==> src/hw/rtl/fdc_pkg.sv <==
// Shared widths and types of the frame distinct compactor.
package fdc_pkg;

  localparam int SAMPLE_W = 16;

  // Status of the sample queue as seen by the back end
  typedef struct packed {
    logic                valid;
    logic [SAMPLE_W-1:0] data;
  } q_stat_t;

endpackage

==> src/hw/rtl/fdc_front.sv <==
// Front end: accepts sample words and holds them in a two-entry queue.
module fdc_front (
  input  logic                        clk,
  input  logic                        rst,
  input  logic                        start,
  input  logic [fdc_pkg::SAMPLE_W-1:0] sample_value,
  output logic                        busy,
  input  logic                        pop,
  output fdc_pkg::q_stat_t            q_stat
);

  logic [fdc_pkg::SAMPLE_W-1:0] slot [2];
  logic                         wr_ptr;
  logic                         rd_ptr;
  logic [1:0]                   fill;
  logic                         push;
  logic                         do_pop;

  assign busy   = (fill == 2'd2);
  assign push   = start && !busy;
  assign do_pop = pop && (fill != 2'd0);

  assign q_stat.valid = (fill != 2'd0);
  assign q_stat.data  = slot[rd_ptr];

  // Queue pointers and fill level
  always_ff @(posedge clk) begin
    if (rst) begin
      wr_ptr <= 1'b0;
      rd_ptr <= 1'b0;
      fill   <= 2'd0;
    end else begin
      if (push) begin
        wr_ptr <= !wr_ptr;
      end
      if (do_pop) begin
        rd_ptr <= !rd_ptr;
      end
      case ({push, do_pop})
        2'b10:   fill <= fill + 2'd1;
        2'b01:   fill <= fill - 2'd1;
        default: fill <= fill;
      endcase
    end
  end

  // Queue storage
  always_ff @(posedge clk) begin
    if (push) begin
      slot[wr_ptr] <= sample_value;
    end
  end

endmodule

==> src/hw/rtl/fdc_back.sv <==
// Back end: searches the seen table, stores new values and emits results and padding.
module fdc_back #(
  parameter int FRAME_LEN = 16
) (
  input  logic                         clk,
  input  logic                         rst,
  input  fdc_pkg::q_stat_t             q_stat,
  output logic                         pop,
  output logic                         strobe,
  output logic [fdc_pkg::SAMPLE_W-1:0] out_value,
  output logic                         filled,
  output logic                         frame_end
);

  localparam int AW = (FRAME_LEN > 1) ? $clog2(FRAME_LEN) : 1;
  localparam int CW = $clog2(FRAME_LEN + 1);
  localparam logic [CW-1:0] LEN_C  = CW'(FRAME_LEN);
  localparam logic [CW-1:0] LAST_C = CW'(FRAME_LEN - 1);

  typedef enum logic [4:0] {
    S_IDLE = 5'b00001,
    S_READ = 5'b00010,
    S_CMP  = 5'b00100,
    S_WRAP = 5'b01000,
    S_PAD  = 5'b10000
  } state_t;

  state_t                       state;
  logic [fdc_pkg::SAMPLE_W-1:0] cur;
  logic [fdc_pkg::SAMPLE_W-1:0] rd_data;
  logic [fdc_pkg::SAMPLE_W-1:0] seen_table [FRAME_LEN];
  logic [CW-1:0]                idx;
  logic [CW-1:0]                count;
  logic [CW-1:0]                position;
  logic                         found;
  logic [CW-1:0]                count_next;
  logic                         rd_en;
  logic                         wr_en;

  assign pop        = (state == S_IDLE) && q_stat.valid;
  assign count_next = found ? count : count + CW'(1);
  assign rd_en      = (state == S_READ) && (idx != count);
  assign wr_en      = (state == S_WRAP) && !found;

  // Seen table: one write and one registered read per cycle
  always_ff @(posedge clk) begin
    if (wr_en) begin
      seen_table[count[AW-1:0]] <= cur;
    end
    if (rd_en) begin
      rd_data <= seen_table[idx[AW-1:0]];
    end
  end

  // Search sequencer and result register
  always_ff @(posedge clk) begin
    if (rst) begin
      state     <= S_IDLE;
      count     <= '0;
      position  <= '0;
      idx       <= '0;
      found     <= 1'b0;
      strobe    <= 1'b0;
      filled    <= 1'b0;
      frame_end <= 1'b0;
      out_value <= '0;
    end else begin
      strobe <= 1'b0;
      case (state)
        S_IDLE: begin
          if (q_stat.valid) begin
            cur   <= q_stat.data;
            idx   <= '0;
            found <= 1'b0;
            state <= S_READ;
          end
        end
        S_READ: begin
          // end of stored entries: value is new
          if (idx == count) begin
            state <= S_WRAP;
          end else begin
            state <= S_CMP;
          end
        end
        S_CMP: begin
          if (rd_data == cur) begin
            found <= 1'b1;
            state <= S_WRAP;
          end else begin
            idx   <= idx + CW'(1);
            state <= S_READ;
          end
        end
        S_WRAP: begin
          if (!found) begin
            strobe    <= 1'b1;
            out_value <= cur;
            filled    <= 1'b1;
            frame_end <= (count_next == LEN_C);
          end
          if (position == LAST_C) begin
            if (count_next == LEN_C) begin
              count    <= '0;
              position <= '0;
              state    <= S_IDLE;
            end else begin
              count <= count_next;
              idx   <= count_next;
              state <= S_PAD;
            end
          end else begin
            position <= position + CW'(1);
            count    <= count_next;
            state    <= S_IDLE;
          end
        end
        S_PAD: begin
          strobe    <= 1'b1;
          out_value <= '0;
          filled    <= 1'b0;
          frame_end <= (idx == LAST_C);
          if (idx == LAST_C) begin
            count    <= '0;
            position <= '0;
            state    <= S_IDLE;
          end else begin
            idx <= idx + CW'(1);
          end
        end
        default: begin
          state <= S_IDLE;
        end
      endcase
    end
  end

endmodule

==> src/hw/rtl/frame_distinct_compactor_top.sv <==
// Top level of the frame distinct compactor.
// Each frame is FRAME_LEN sample words. A word is taken when start is high and busy is
// low; a two-word queue lets the sender run ahead while the search is working. The first
// occurrence of a value in the frame comes out on the next free result slot with filled
// high; repeats give nothing. After the frame's last sample, padding words (filled low,
// out_value zero) follow on consecutive cycles until the frame has given FRAME_LEN
// results, and the last carries frame_end. Results appear for exactly one cycle under
// strobe; the receiver cannot stall them. The seen table has one registered read port,
// so each stored entry is searched in a read state and then a compare state. A new value
// is read against every stored entry and then written; a repeat stops at the match. The
// back end takes no new sample until it is done with the last one, and after the final
// sample of a frame it first emits all the padding words.
module frame_distinct_compactor_top #(
  parameter int FRAME_LEN = 16
) (
  input  logic                         clk,
  input  logic                         rst,
  input  logic                         start,
  input  logic [fdc_pkg::SAMPLE_W-1:0] sample_value,
  output logic                         busy,
  output logic                         strobe,
  output logic [fdc_pkg::SAMPLE_W-1:0] out_value,
  output logic                         filled,
  output logic                         frame_end
);

  fdc_pkg::q_stat_t q_stat;
  logic             pop;

  fdc_front u_front (
    .clk          (clk),
    .rst          (rst),
    .start        (start),
    .sample_value (sample_value),
    .busy         (busy),
    .pop          (pop),
    .q_stat       (q_stat)
  );

  fdc_back #(
    .FRAME_LEN (FRAME_LEN)
  ) u_back (
    .clk       (clk),
    .rst       (rst),
    .q_stat    (q_stat),
    .pop       (pop),
    .strobe    (strobe),
    .out_value (out_value),
    .filled    (filled),
    .frame_end (frame_end)
  );

endmodule

==> config.mk <==
export PLATFORM = sky130hd
export DESIGN_NAME = frame_distinct_compactor_top
export DESIGN_NICKNAME = d
export VERILOG_FILES = /design/src/hw/rtl/fdc_pkg.sv /design/src/hw/rtl/fdc_front.sv /design/src/hw/rtl/fdc_back.sv /design/src/hw/rtl/frame_distinct_compactor_top.sv
export SDC_FILE = /design/constraint.sdc
export NUM_CORES = 1
export LEC_CHECK = 0
export BUFFER_PORTS_ARGS = -buffer_cell sky130_fd_sc_hd__buf_2
export CORE_ASPECT_RATIO = 1.75
export CORE_MARGIN = 2
export CORE_UTILIZATION = 45
export DETAILED_ROUTE_END_ITERATION = 10
export PLACE_DENSITY_LB_ADDON = 0.12
export SETUP_SLACK_MARGIN = 0.3
export SLEW_MARGIN = 25
export SYNTH_ARGS = -nofsm -noshare
export SYNTH_HDL_FRONTEND = slang
export SYNTH_HIERARCHICAL = 1
export SYNTH_SLANG_ARGS = --single-unit
==> constraint.sdc <==
create_clock -name clk -period 8.1 [get_ports clk]
set_input_delay 0.405 -clock clk [delete_from_list [all_inputs] [get_ports clk]]
set_output_delay 0.405 -clock clk [all_outputs]
set_load 0.01 [all_outputs]
==> flow_summary.json, run 1 <==
{
  "pwr-share-comb_pct": 15.6,
  "startpoint_type": "register",
  "gr-total-overflow": 0,
  "regToRegEndpoint": "u_back/seen_table[15][1]",
  "place_hpwl_um": 21260,
  "synth_flop_cell": "edfxtp_1",
  "firstDrtPassIters": 6,
  "track_usage_pct": 19.83,
  "syn_to_final_growth_pct": 12.35,
  "cp.depth": 5,
  "drive_above_1_share_pct": 28.52,
  "antenna_found_initial": 0,
  "fin_setup_tns_ns": 0,
  "min_delay_path_depth": 1,
  "synthAdderAreaFrac_pct": 0.6950,
  "synth_top_area_share_pct": 66.72,
  "internal_power_uw": 3371,
  "synthSimpleGateAreaFrac_pct": 5.404,
  "grt_pass1_wl_um": 49270,
  "synth_cell_type_count": 68,
  "r2r_cells": 5,
  "cts_resized": 0,
  "leakagePower_uw": 0.005110,
  "rows": 86,
  "yosys.area_share.xor_xnor_pct": 1.885,
  "finalCritPeriodShare_pct": 39.71,
  "setup_ws_ns": 4.883,
  "rsz0062_at_grt": "no",
  "maxCapViolations": 0,
  "synth.area.top_cells": "edfxtp_1 (67%), mux4_2 (13%), dfxtp_1 (6.3%)",
  "cp_max_fo": 22,
  "cp_slowest_stage_delay_ns": 0.84,
  "hold_viol_final": 0,
  "die_h_um": 240.7,
  "numCtsBuffers": 31,
  "whs_endpoint": "u_front/slot[0][5]",
  "final_antenna_net_count": 0,
  "critical-path-slowest-cell": "nor2_2",
  "seq_power_share_pct": 51.1,
  "r2r_setup_slack_ns": 4.88,
  "drt_iter0_markers": 595,
  "async_flop_share_pct": 0,
  "clk_pin_slew_ns": 0.06,
  "drc_errors": 0,
  "avgSynthCellArea_um2": 18.90,
  "syn-num-nets": 789,
  "drv_slew": 0,
  "antenna_cells": 0,
  "wire_per_inst_um": 26.21,
  "cts_setup_buffers": 0,
  "hp-start": "sample_value[5]",
  "synth_compound_area_share_pct": 3.258,
  "syn_inst": 762,
  "final_cell_mix": "edfxtp_1 (320), mux4_2 (80), dfxtp_1 (42), a21oi_1 (39), buf_2 (38)",
  "io_pins": 39,
  "grt_pass1_vias": 7616,
  "r2r-start": "u_back/state[3]",
  "status": "finished clean",
  "hp-class": "input port to register",
  "slew_headroom_pct": 31.00,
  "cp.required_ns": 8.29,
  "yosys.area.top_type": "edfxtp_1",
  "powerDensity_nw_per_um2": 278.1,
  "muxShareOfSynthArea_pct": 13.83,
  "htree_levels": 1,
  "irDropWorstVdd_mv": 0.2041,
  "swShare_pct": 25.09,
  "cts.path.max_buffers": 3,
  "final.min_clock_period_ns": 3.217,
  "tightest_slew_ns": 1.032,
  "fmax_ghz": 0.3109,
  "nets": 847,
  "cts_root_buf": "clkbuf_16",
  "start_util_pct": 45.68,
  "cts-hold-fix-buffers": 6,
  "nFillCells": 2512,
  "die_x_um": 139.2,
  "worstSetupPathType": "register to register",
  "synth_edf_count": 320,
  "cts_tree": "yes",
  "seq_area_frac_synth_pct": 72.98,
  "crit_family": "simple AND/OR/NAND/NOR gates",
  "grt_max_degree": 69,
  "finalWirelength_um": 32520,
  "syn_area_um2": 14400,
  "die_area_um2": 33510,
  "critPathArrivalTime_ns": 3.41,
  "port_buffers": 38,
  "num_vias": 7122,
  "setup_viol": 0,
  "ys_warn_count": 6,
  "insertion_delay_ns": 0.58,
  "core_um2": 31530,
  "synth_top_family_by_area": "multiplexers",
  "netSwitchingPower_uw": 1129,
  "viasPerCell": 5.739,
  "synth.ff_latch_count": 365,
  "finClkSkew_ns": 0.008654,
  "clockPowerShare_pct": 33.2,
  "gp_congestion": 0.8229,
  "cp.buffers_inverters": 0,
  "path_cells": "nand2b_1, or4_1, nor2_4, nand2_1, nor2_2",
  "dpl_worst_slack_ns": 4.842,
  "clock-sinks": 365,
  "layout_commonest_cell": "edfxtp_1",
  "end_kind": "register"
}
==> final cells by class <==
cell class | instances | area (µm²) | area share [%]
Clock inverter | 12 | 112.6 | 0.6959
Clock buffer | 46 | 915.9 | 5.660
Inverter | 11 | 41.29 | 0.2552
Timing Repair Buffer | 65 | 415.4 | 2.567
Tap cell | 396 | 495.5 | 3.062
Sequential cell | 365 | 10520 | 64.99
Multi-Input combinational cell | 346 | 3684 | 22.77
==> worst reg2reg max path: stages, from the launching register on <==
cell      delay [ns]
dfxtp_1         0.49
nand2b_1        0.15
or4_1           0.61
nor2_4          0.46
nand2_1         0.29
nor2_2          0.84
==> flip-flops by register name (all words and copies together), names as in the netlist, named ones only <==
register,cells
u_back/rd_data,16
u_back/idx,5
u_back/count,5
u_back/strobe,1
u_back/frame_end,1
u_front/slot,32
u_front/rd_ptr,1
u_back/state,5
u_back/cur,16
u_back/out_value,16
u_back/filled,1
u_back/seen_table,256
u_back/position,5
u_back/found,1
u_front/fill,2
u_front/wr_ptr,1
==> per-layer routing <==
metal | GRT usage [%] | part of all wire, %
met1 | 23.12 | 38
met2 | 38.59 | 56
met3 | 1.964 | 3.5
met4 | 5.540 | 2.4
met5 | 0 | 0
==> worst max-delay path by stage <==
stage                          from                        to  slack (ns)
floorplan           u_back/state[2]   u_back/seen_table[3][0]        5.16
global placement    u_back/state[3]  u_back/seen_table[6][11]        4.90
detailed placement  u_back/state[3]   u_back/seen_table[4][5]        4.84
CTS                 u_back/state[2]  u_back/seen_table[4][11]        4.82
global route        u_back/state[3]  u_back/seen_table[15][1]        4.62
finish              u_back/state[3]  u_back/seen_table[15][1]        4.88
==> cell families after synthesis <==
family	count (synthesis)
DFF	365
and+or+nand+nor	139
muxes	97
AOI/OAI and AO/OA	71
buffers and inverters	51
xor gates and xnor gates	31
adders and majority gates	8
==> Yosys cell counts (all sizes together) (3+ instances only) <==
cell    number
buf         28
nand2b       7
nand2       30
nor4         6
a31oi        3
nand4b       3
and3         3
or3          3
a21oi       41
dfxtp       45
o31ai        3
xnor2        7
nand3       26
clkbuf      12
mux4        80
nor3        15
nor2        33
inv         11
xor2        24
ha           8
mux2        16
o21ai        8
edfxtp     320
==> through the flow <==
stage          hold slack [ns]  total power [µW]  instance area [µm²]  std cells  util, %
2_1_floorplan           0.4475              2813                14400        762        -
3_3_place_gp            0.4593              3037                15050       1177    47.75
3_5_place_dp            0.4608              3063                15070       1177    47.81
4_1_cts              0.0002732              4552                16160       1241    51.27
5_1_grt                0.01075              4674                16180       1241    51.32
6_report               0.01993              4501                16180       1241    51.32
==> power groups by stage <==
stage	Clock [µW]	Combinational, µW	Sequential (µW)
floorplan	0	488	2320
global placement	0	696	2340
detailed placement	0	715	2350
CTS	1530	720	2310
global route	1600	763	2310
finish	1500	704	2300
Note: power is estimated with default switching activity, not from simulation.
==> run 2: changes to the inputs <==
Clock period 8.1 ns to 2.6 ns, I/O delays scaled along.
==> run 2 against run 1 <==
  * Combinational power grew to 3.4 times the previous value
  * Die area is the same
  * Core utilization grew 2.2 points
  * Setup slack lost 4.6 ns
  * Hold slack gained 0.019 ns
  * Critical path depth grew 2
  * Clock power grew to 2.9 times the previous value
  * Critical endpoint is now u_front/fill[1]
  * Largest cell class unchanged
  * Largest power group unchanged
  * Highest routed layer unchanged
==> flow_summary.json, run 2 (synthesis results as in run 1) <==
{
  "status": "finished clean",
  "powerDensity_nw_per_um2": 822.2,
  "min_delay_path_depth": 2,
  "drv_slew": 0,
  "largest_register_ffs": 256,
  "place_hpwl_um": 20850,
  "viasPerCell": 5.682,
  "insertion_delay_ns": 0.58,
  "cp_max_fo": 4,
  "antenna_found_initial": 0,
  "cts_root_buf": "clkbuf_16",
  "numCtsBuffers": 31,
  "core_um2": 31530,
  "startpoint_type": "register",
  "nets": 913,
  "tightest_slew_ns": 0.7956,
  "htree_levels": 1,
  "hp-class": "input port to register",
  "worstSetupPathType": "register to register",
  "maxCapViolations": 0,
  "die_x_um": 139.2,
  "r2r_cells": 7,
  "die_area_um2": 33510,
  "finalWirelength_um": 32420,
  "leakagePower_uw": 0.005429,
  "end_kind": "register",
  "start_util_pct": 45.68,
  "final_antenna_net_count": 0,
  "final_cell_mix": "edfxtp_1 (320), mux4_2 (80), buf_4 (65)",
  "drc_errors": 0,
  "fmax_ghz": 0.4358,
  "gp_congestion": 0.8578,
  "fin_setup_tns_ns": 0,
  "irDropWorstVdd_mv": 0.6255,
  "syn_to_final_growth_pct": 17.09,
  "die_h_um": 240.7,
  "final.min_clock_period_ns": 2.295,
  "firstDrtPassIters": 6,
  "layout_commonest_cell": "edfxtp_1",
  "num_vias": 7409,
  "finClkSkew_ns": 0.01082,
  "port_buffers": 38,
  "grt_max_degree": 68,
  "hold_viol_final": 0,
  "gr-total-overflow": 0,
  "antenna_cells": 0,
  "setup_viol": 0,
  "rsz0062_at_grt": "yes",
  "total_power_uw": 13860,
  "wire_per_inst_um": 24.86,
  "grt_pass1_wl_um": 48330,
  "clock-sinks": 365,
  "cp.required_ns": 3.12,
  "cts.path.max_buffers": 3,
  "clk_pin_slew_ns": 0.06,
  "grt_pass1_vias": 7829,
  "cts_tree": "yes",
  "finalCritPeriodShare_pct": 88.26,
  "critPathArrivalTime_ns": 2.81,
  "rows": 86,
  "track_usage_pct": 19.44,
  "drive_above_1_share_pct": 33.81,
  "io_pins": 39,
  "drt_iter0_markers": 520,
  "slew_headroom_pct": 46.96
}
-- run 2: changes by cell type in the layout (fill, tap and decap cells not counted), moves of 4 or more --
cell | previous run | this run
buf_4 | 19 | 65
ha_1 | 8 | 4
dlygate4sd3_1 | 6 | 17
dfxtp_1 | 42 | 38
buf_12 | 0 | 9
-- run 2: what timing repair did --
item	CTS	global route
gates cloned	0	1
setup buffers	2	11
hold buffers	17	0
endpoints found under the hold margin	33	0
pin swaps	1	7
gates resized for setup	8	18
setup endpoints to repair	139	43
-- run 2: routing by layer --
layer / track usage [%] / vias to the layer above / share of wire (%)
met4: 5.846 / 0 / 2.7
met2: 36.60 / 193 / 55
met1: 23.56 / 3869 / 38
met3: 2.004 / 58 / 3.5
li1: - / 3289 / -
met5: 0 / - / 0
-- run 2: worst max-delay path, cell delays in order, from the launching register on --
cell and delay (ns):
dfxtp_1 0.40, or4b_4 0.52, or3_4 0.36, inv_1 0.06, o21a_1 0.17, ha_4 0.22, or3_1 0.37, a21oi_2 0.14
-- run 2: path summary, 6_finish.rpt --
path                       start                   to  slack, ns
min reg2reg  u_back/out_value[7]  u_back/out_value[7]       0.47
max              u_back/state[0]      u_front/fill[1]       0.31
max reg2reg      u_back/state[0]      u_front/fill[1]       0.31
min                          rst      u_back/count[1]       0.04
-- run 2: layout make-up --
cell class              count  area (µm²)
flip-flops and latches    365       10530
clock inverters             9       57.56
repair buffers            131        1051
multi-input cells         346        3797
inverters                  11       41.29
fillers                  2459       14670
clock buffers              46       893.4
well taps                 396       495.5
-- run 2: per-stage QoR --
step / utilization, % / setup WS [ns] / hold WS [ns] / cells / instance area, µm²
after floorplan: - / 0.1122 / 0.1991 / 762 / 14490
after detailed placement: 49.25 / 0.1534 / 0.3213 / 1218 / 15530
after global placement: 49.25 / 0.2528 / 0.3183 / 1218 / 15530
after CTS: 52.95 / 0.3017 / 0.02470 / 1292 / 16690
after global routing: 53.48 / 0.2421 / 0.08307 / 1304 / 16860
final: 53.48 / 0.3052 / 0.03869 / 1304 / 16860
-- run 2: power breakdown --
group | switching [µW] | internal (µW) | total, µW
Clock | 2000 | 2370 | 4380
Sequential | 210 | 6900 | 7110
Combinational | 1250 | 1130 | 2380
Total | 3460 | 10400 | 13900
==> run 3: changes to the inputs <==
Settings changed: REMOVE_ABC_BUFFERS set to 1.
==> run 3 against run 2 <==
  * Die area stayed put
  * Register-to-register slack got worse by 0.06 ns
  * Total power grew 5.3%
  * First-iteration DRC count up 18%
  * Non-clock buffer count is 8 lower
  * Critical endpoint unchanged
  * Via count is 0.39% lower
  * Sequential power about the same
==> flow_summary.json, run 3 (synthesis results as in run 1) <==
{
  "gp_congestion": 0.7922,
  "insertion_delay_ns": 0.58,
  "die_x_um": 139.2,
  "dpl_worst_slack_ns": 0.1964,
  "antenna_cells": 0,
  "final.min_clock_period_ns": 2.354,
  "grt_max_degree": 68,
  "numCtsBuffers": 31,
  "finalCritPeriodShare_pct": 90.53,
  "syn_to_final_growth_pct": 18.06,
  "setup_ws_ns": 0.2462,
  "post-route-util_pct": 53.93,
  "cp_max_fo": 7,
  "postPlaceCellArea_um2": 15510,
  "io_pins": 39,
  "startpoint_type": "register",
  "final_cell_mix": "edfxtp_1 (320), mux4_2 (80), buf_4 (49)",
  "powerDensity_nw_per_um2": 858.3,
  "final_antenna_net_count": 0,
  "cts_root_buf": "clkbuf_16",
  "drt_iter0_markers": 614,
  "tightest_slew_ns": 0.7819,
  "core_um2": 31530,
  "wire_per_inst_um": 24.87,
  "finalWirelength_um": 32300,
  "hold_viol_final": 0,
  "clock-sinks": 365,
  "nFillCells": 2437,
  "viasPerCell": 5.681,
  "dp.cells": 1211,
  "end_kind": "register",
  "finalNonFillerCells": 1299,
  "finClkSkew_ns": 0.01035,
  "cp.required_ns": 3.11,
  "status": "finished clean",
  "fmax_ghz": 0.4248,
  "drv_slew": 0,
  "cts.path.max_buffers": 3,
  "start_util_pct": 45.68,
  "drive_above_1_share_pct": 34.22,
  "place_hpwl_um": 19850,
  "htree_levels": 1,
  "cts_tree": "yes",
  "irDropWorstVdd_mv": 0.8191,
  "postLayoutCellArea_um2": 17000,
  "die_h_um": 240.7,
  "nets": 905,
  "track_usage_pct": 19.38,
  "layout_commonest_cell": "edfxtp_1",
  "die_area_um2": 33510,
  "largest_register_ffs": 256,
  "holdWs_ns": 0.2784,
  "firstDrtPassIters": 5,
  "worstSetupPathType": "register to register",
  "setup_viol": 0,
  "maxCapViolations": 0,
  "num_vias": 7380,
  "leakagePower_uw": 0.005489,
  "rsz0062_at_grt": "yes",
  "drc_errors": 0,
  "antenna_found_initial": 0,
  "gr-total-overflow": 0,
  "grt_pass1_vias": 7976,
  "port_buffers": 38,
  "hp-class": "input port to register",
  "critPathArrivalTime_ns": 2.86,
  "grt_pass1_wl_um": 48450,
  "slew_headroom_pct": 47.87,
  "rows": 86,
  "clk_pin_slew_ns": 0.07
}
==> run 3: routing by layer <==
| layer | global-route usage (%) | share of wire (%) | up-vias |
|---|---|---|---|
| li1 | - | - | 3279 |
| met5 | 0 | 0 | - |
| met4 | 5.663 | 2.2 | 0 |
| met2 | 37.23 | 56 | 202 |
| met3 | 2.321 | 4.3 | 53 |
| met1 | 22.65 | 37 | 3846 |
==> run 3: repair_timing <==
item / CTS / global route
hold buffers: 18 / 0
pin swaps: 0 / 5
endpoints found under the setup margin: 29 / 194
buffers inserted: 1 / 11
cloned: 0 / 0
endpoints found under the hold margin: 38 / 0
resized for setup: 8 / 14
==> run 3: area by class of cell <==
cell class,instances,area [µm²],share of cell area [%]
well taps,396,495.5,2.914
inverters,11,41.29,0.2428
clock inverters,24,304.0,1.788
repair buffers,123,1090,6.410
clock buffers,34,807.0,4.746
multi-input cells,346,3741,22.00
flip-flops and latches,365,10520,61.90
==> run 3: final timing paths <==
kind	startpoint	endpoint	slack [ns]	cells past startpoint
worst min-delay path	sample_value[7]	u_front/slot[0][7]	0.28	2
worst max-delay path	u_back/state[2]	u_front/fill[1]	0.25	7
worst min register to register	u_back/out_value[5]	u_back/out_value[5]	0.47	2
worst max register to register	u_back/state[2]	u_front/fill[1]	0.25	7
==> run 3: through the flow <==
step                      power (µW)  setup TNS, ns
after floorplan                 8738        -127.76
after global placement          9421              0
after detailed placement        9484              0
after CTS                      14550              0
after global routing           15140              0
final                          14590              0
==> run 3: power by group <==
group	switching, µW	internal (µW)
Combinational	1260	1210
Clock	2100	2930
Sequential	191	6900
==> run 3: critical path, cell delays in order (launching register included) <==
cell     delay [ns]
dfxtp_4        0.37
or4b_4         0.55
or3_4          0.40
inv_2          0.05
o21a_1         0.18
ha_4           0.23
or3_4          0.37
a21oi_2        0.13
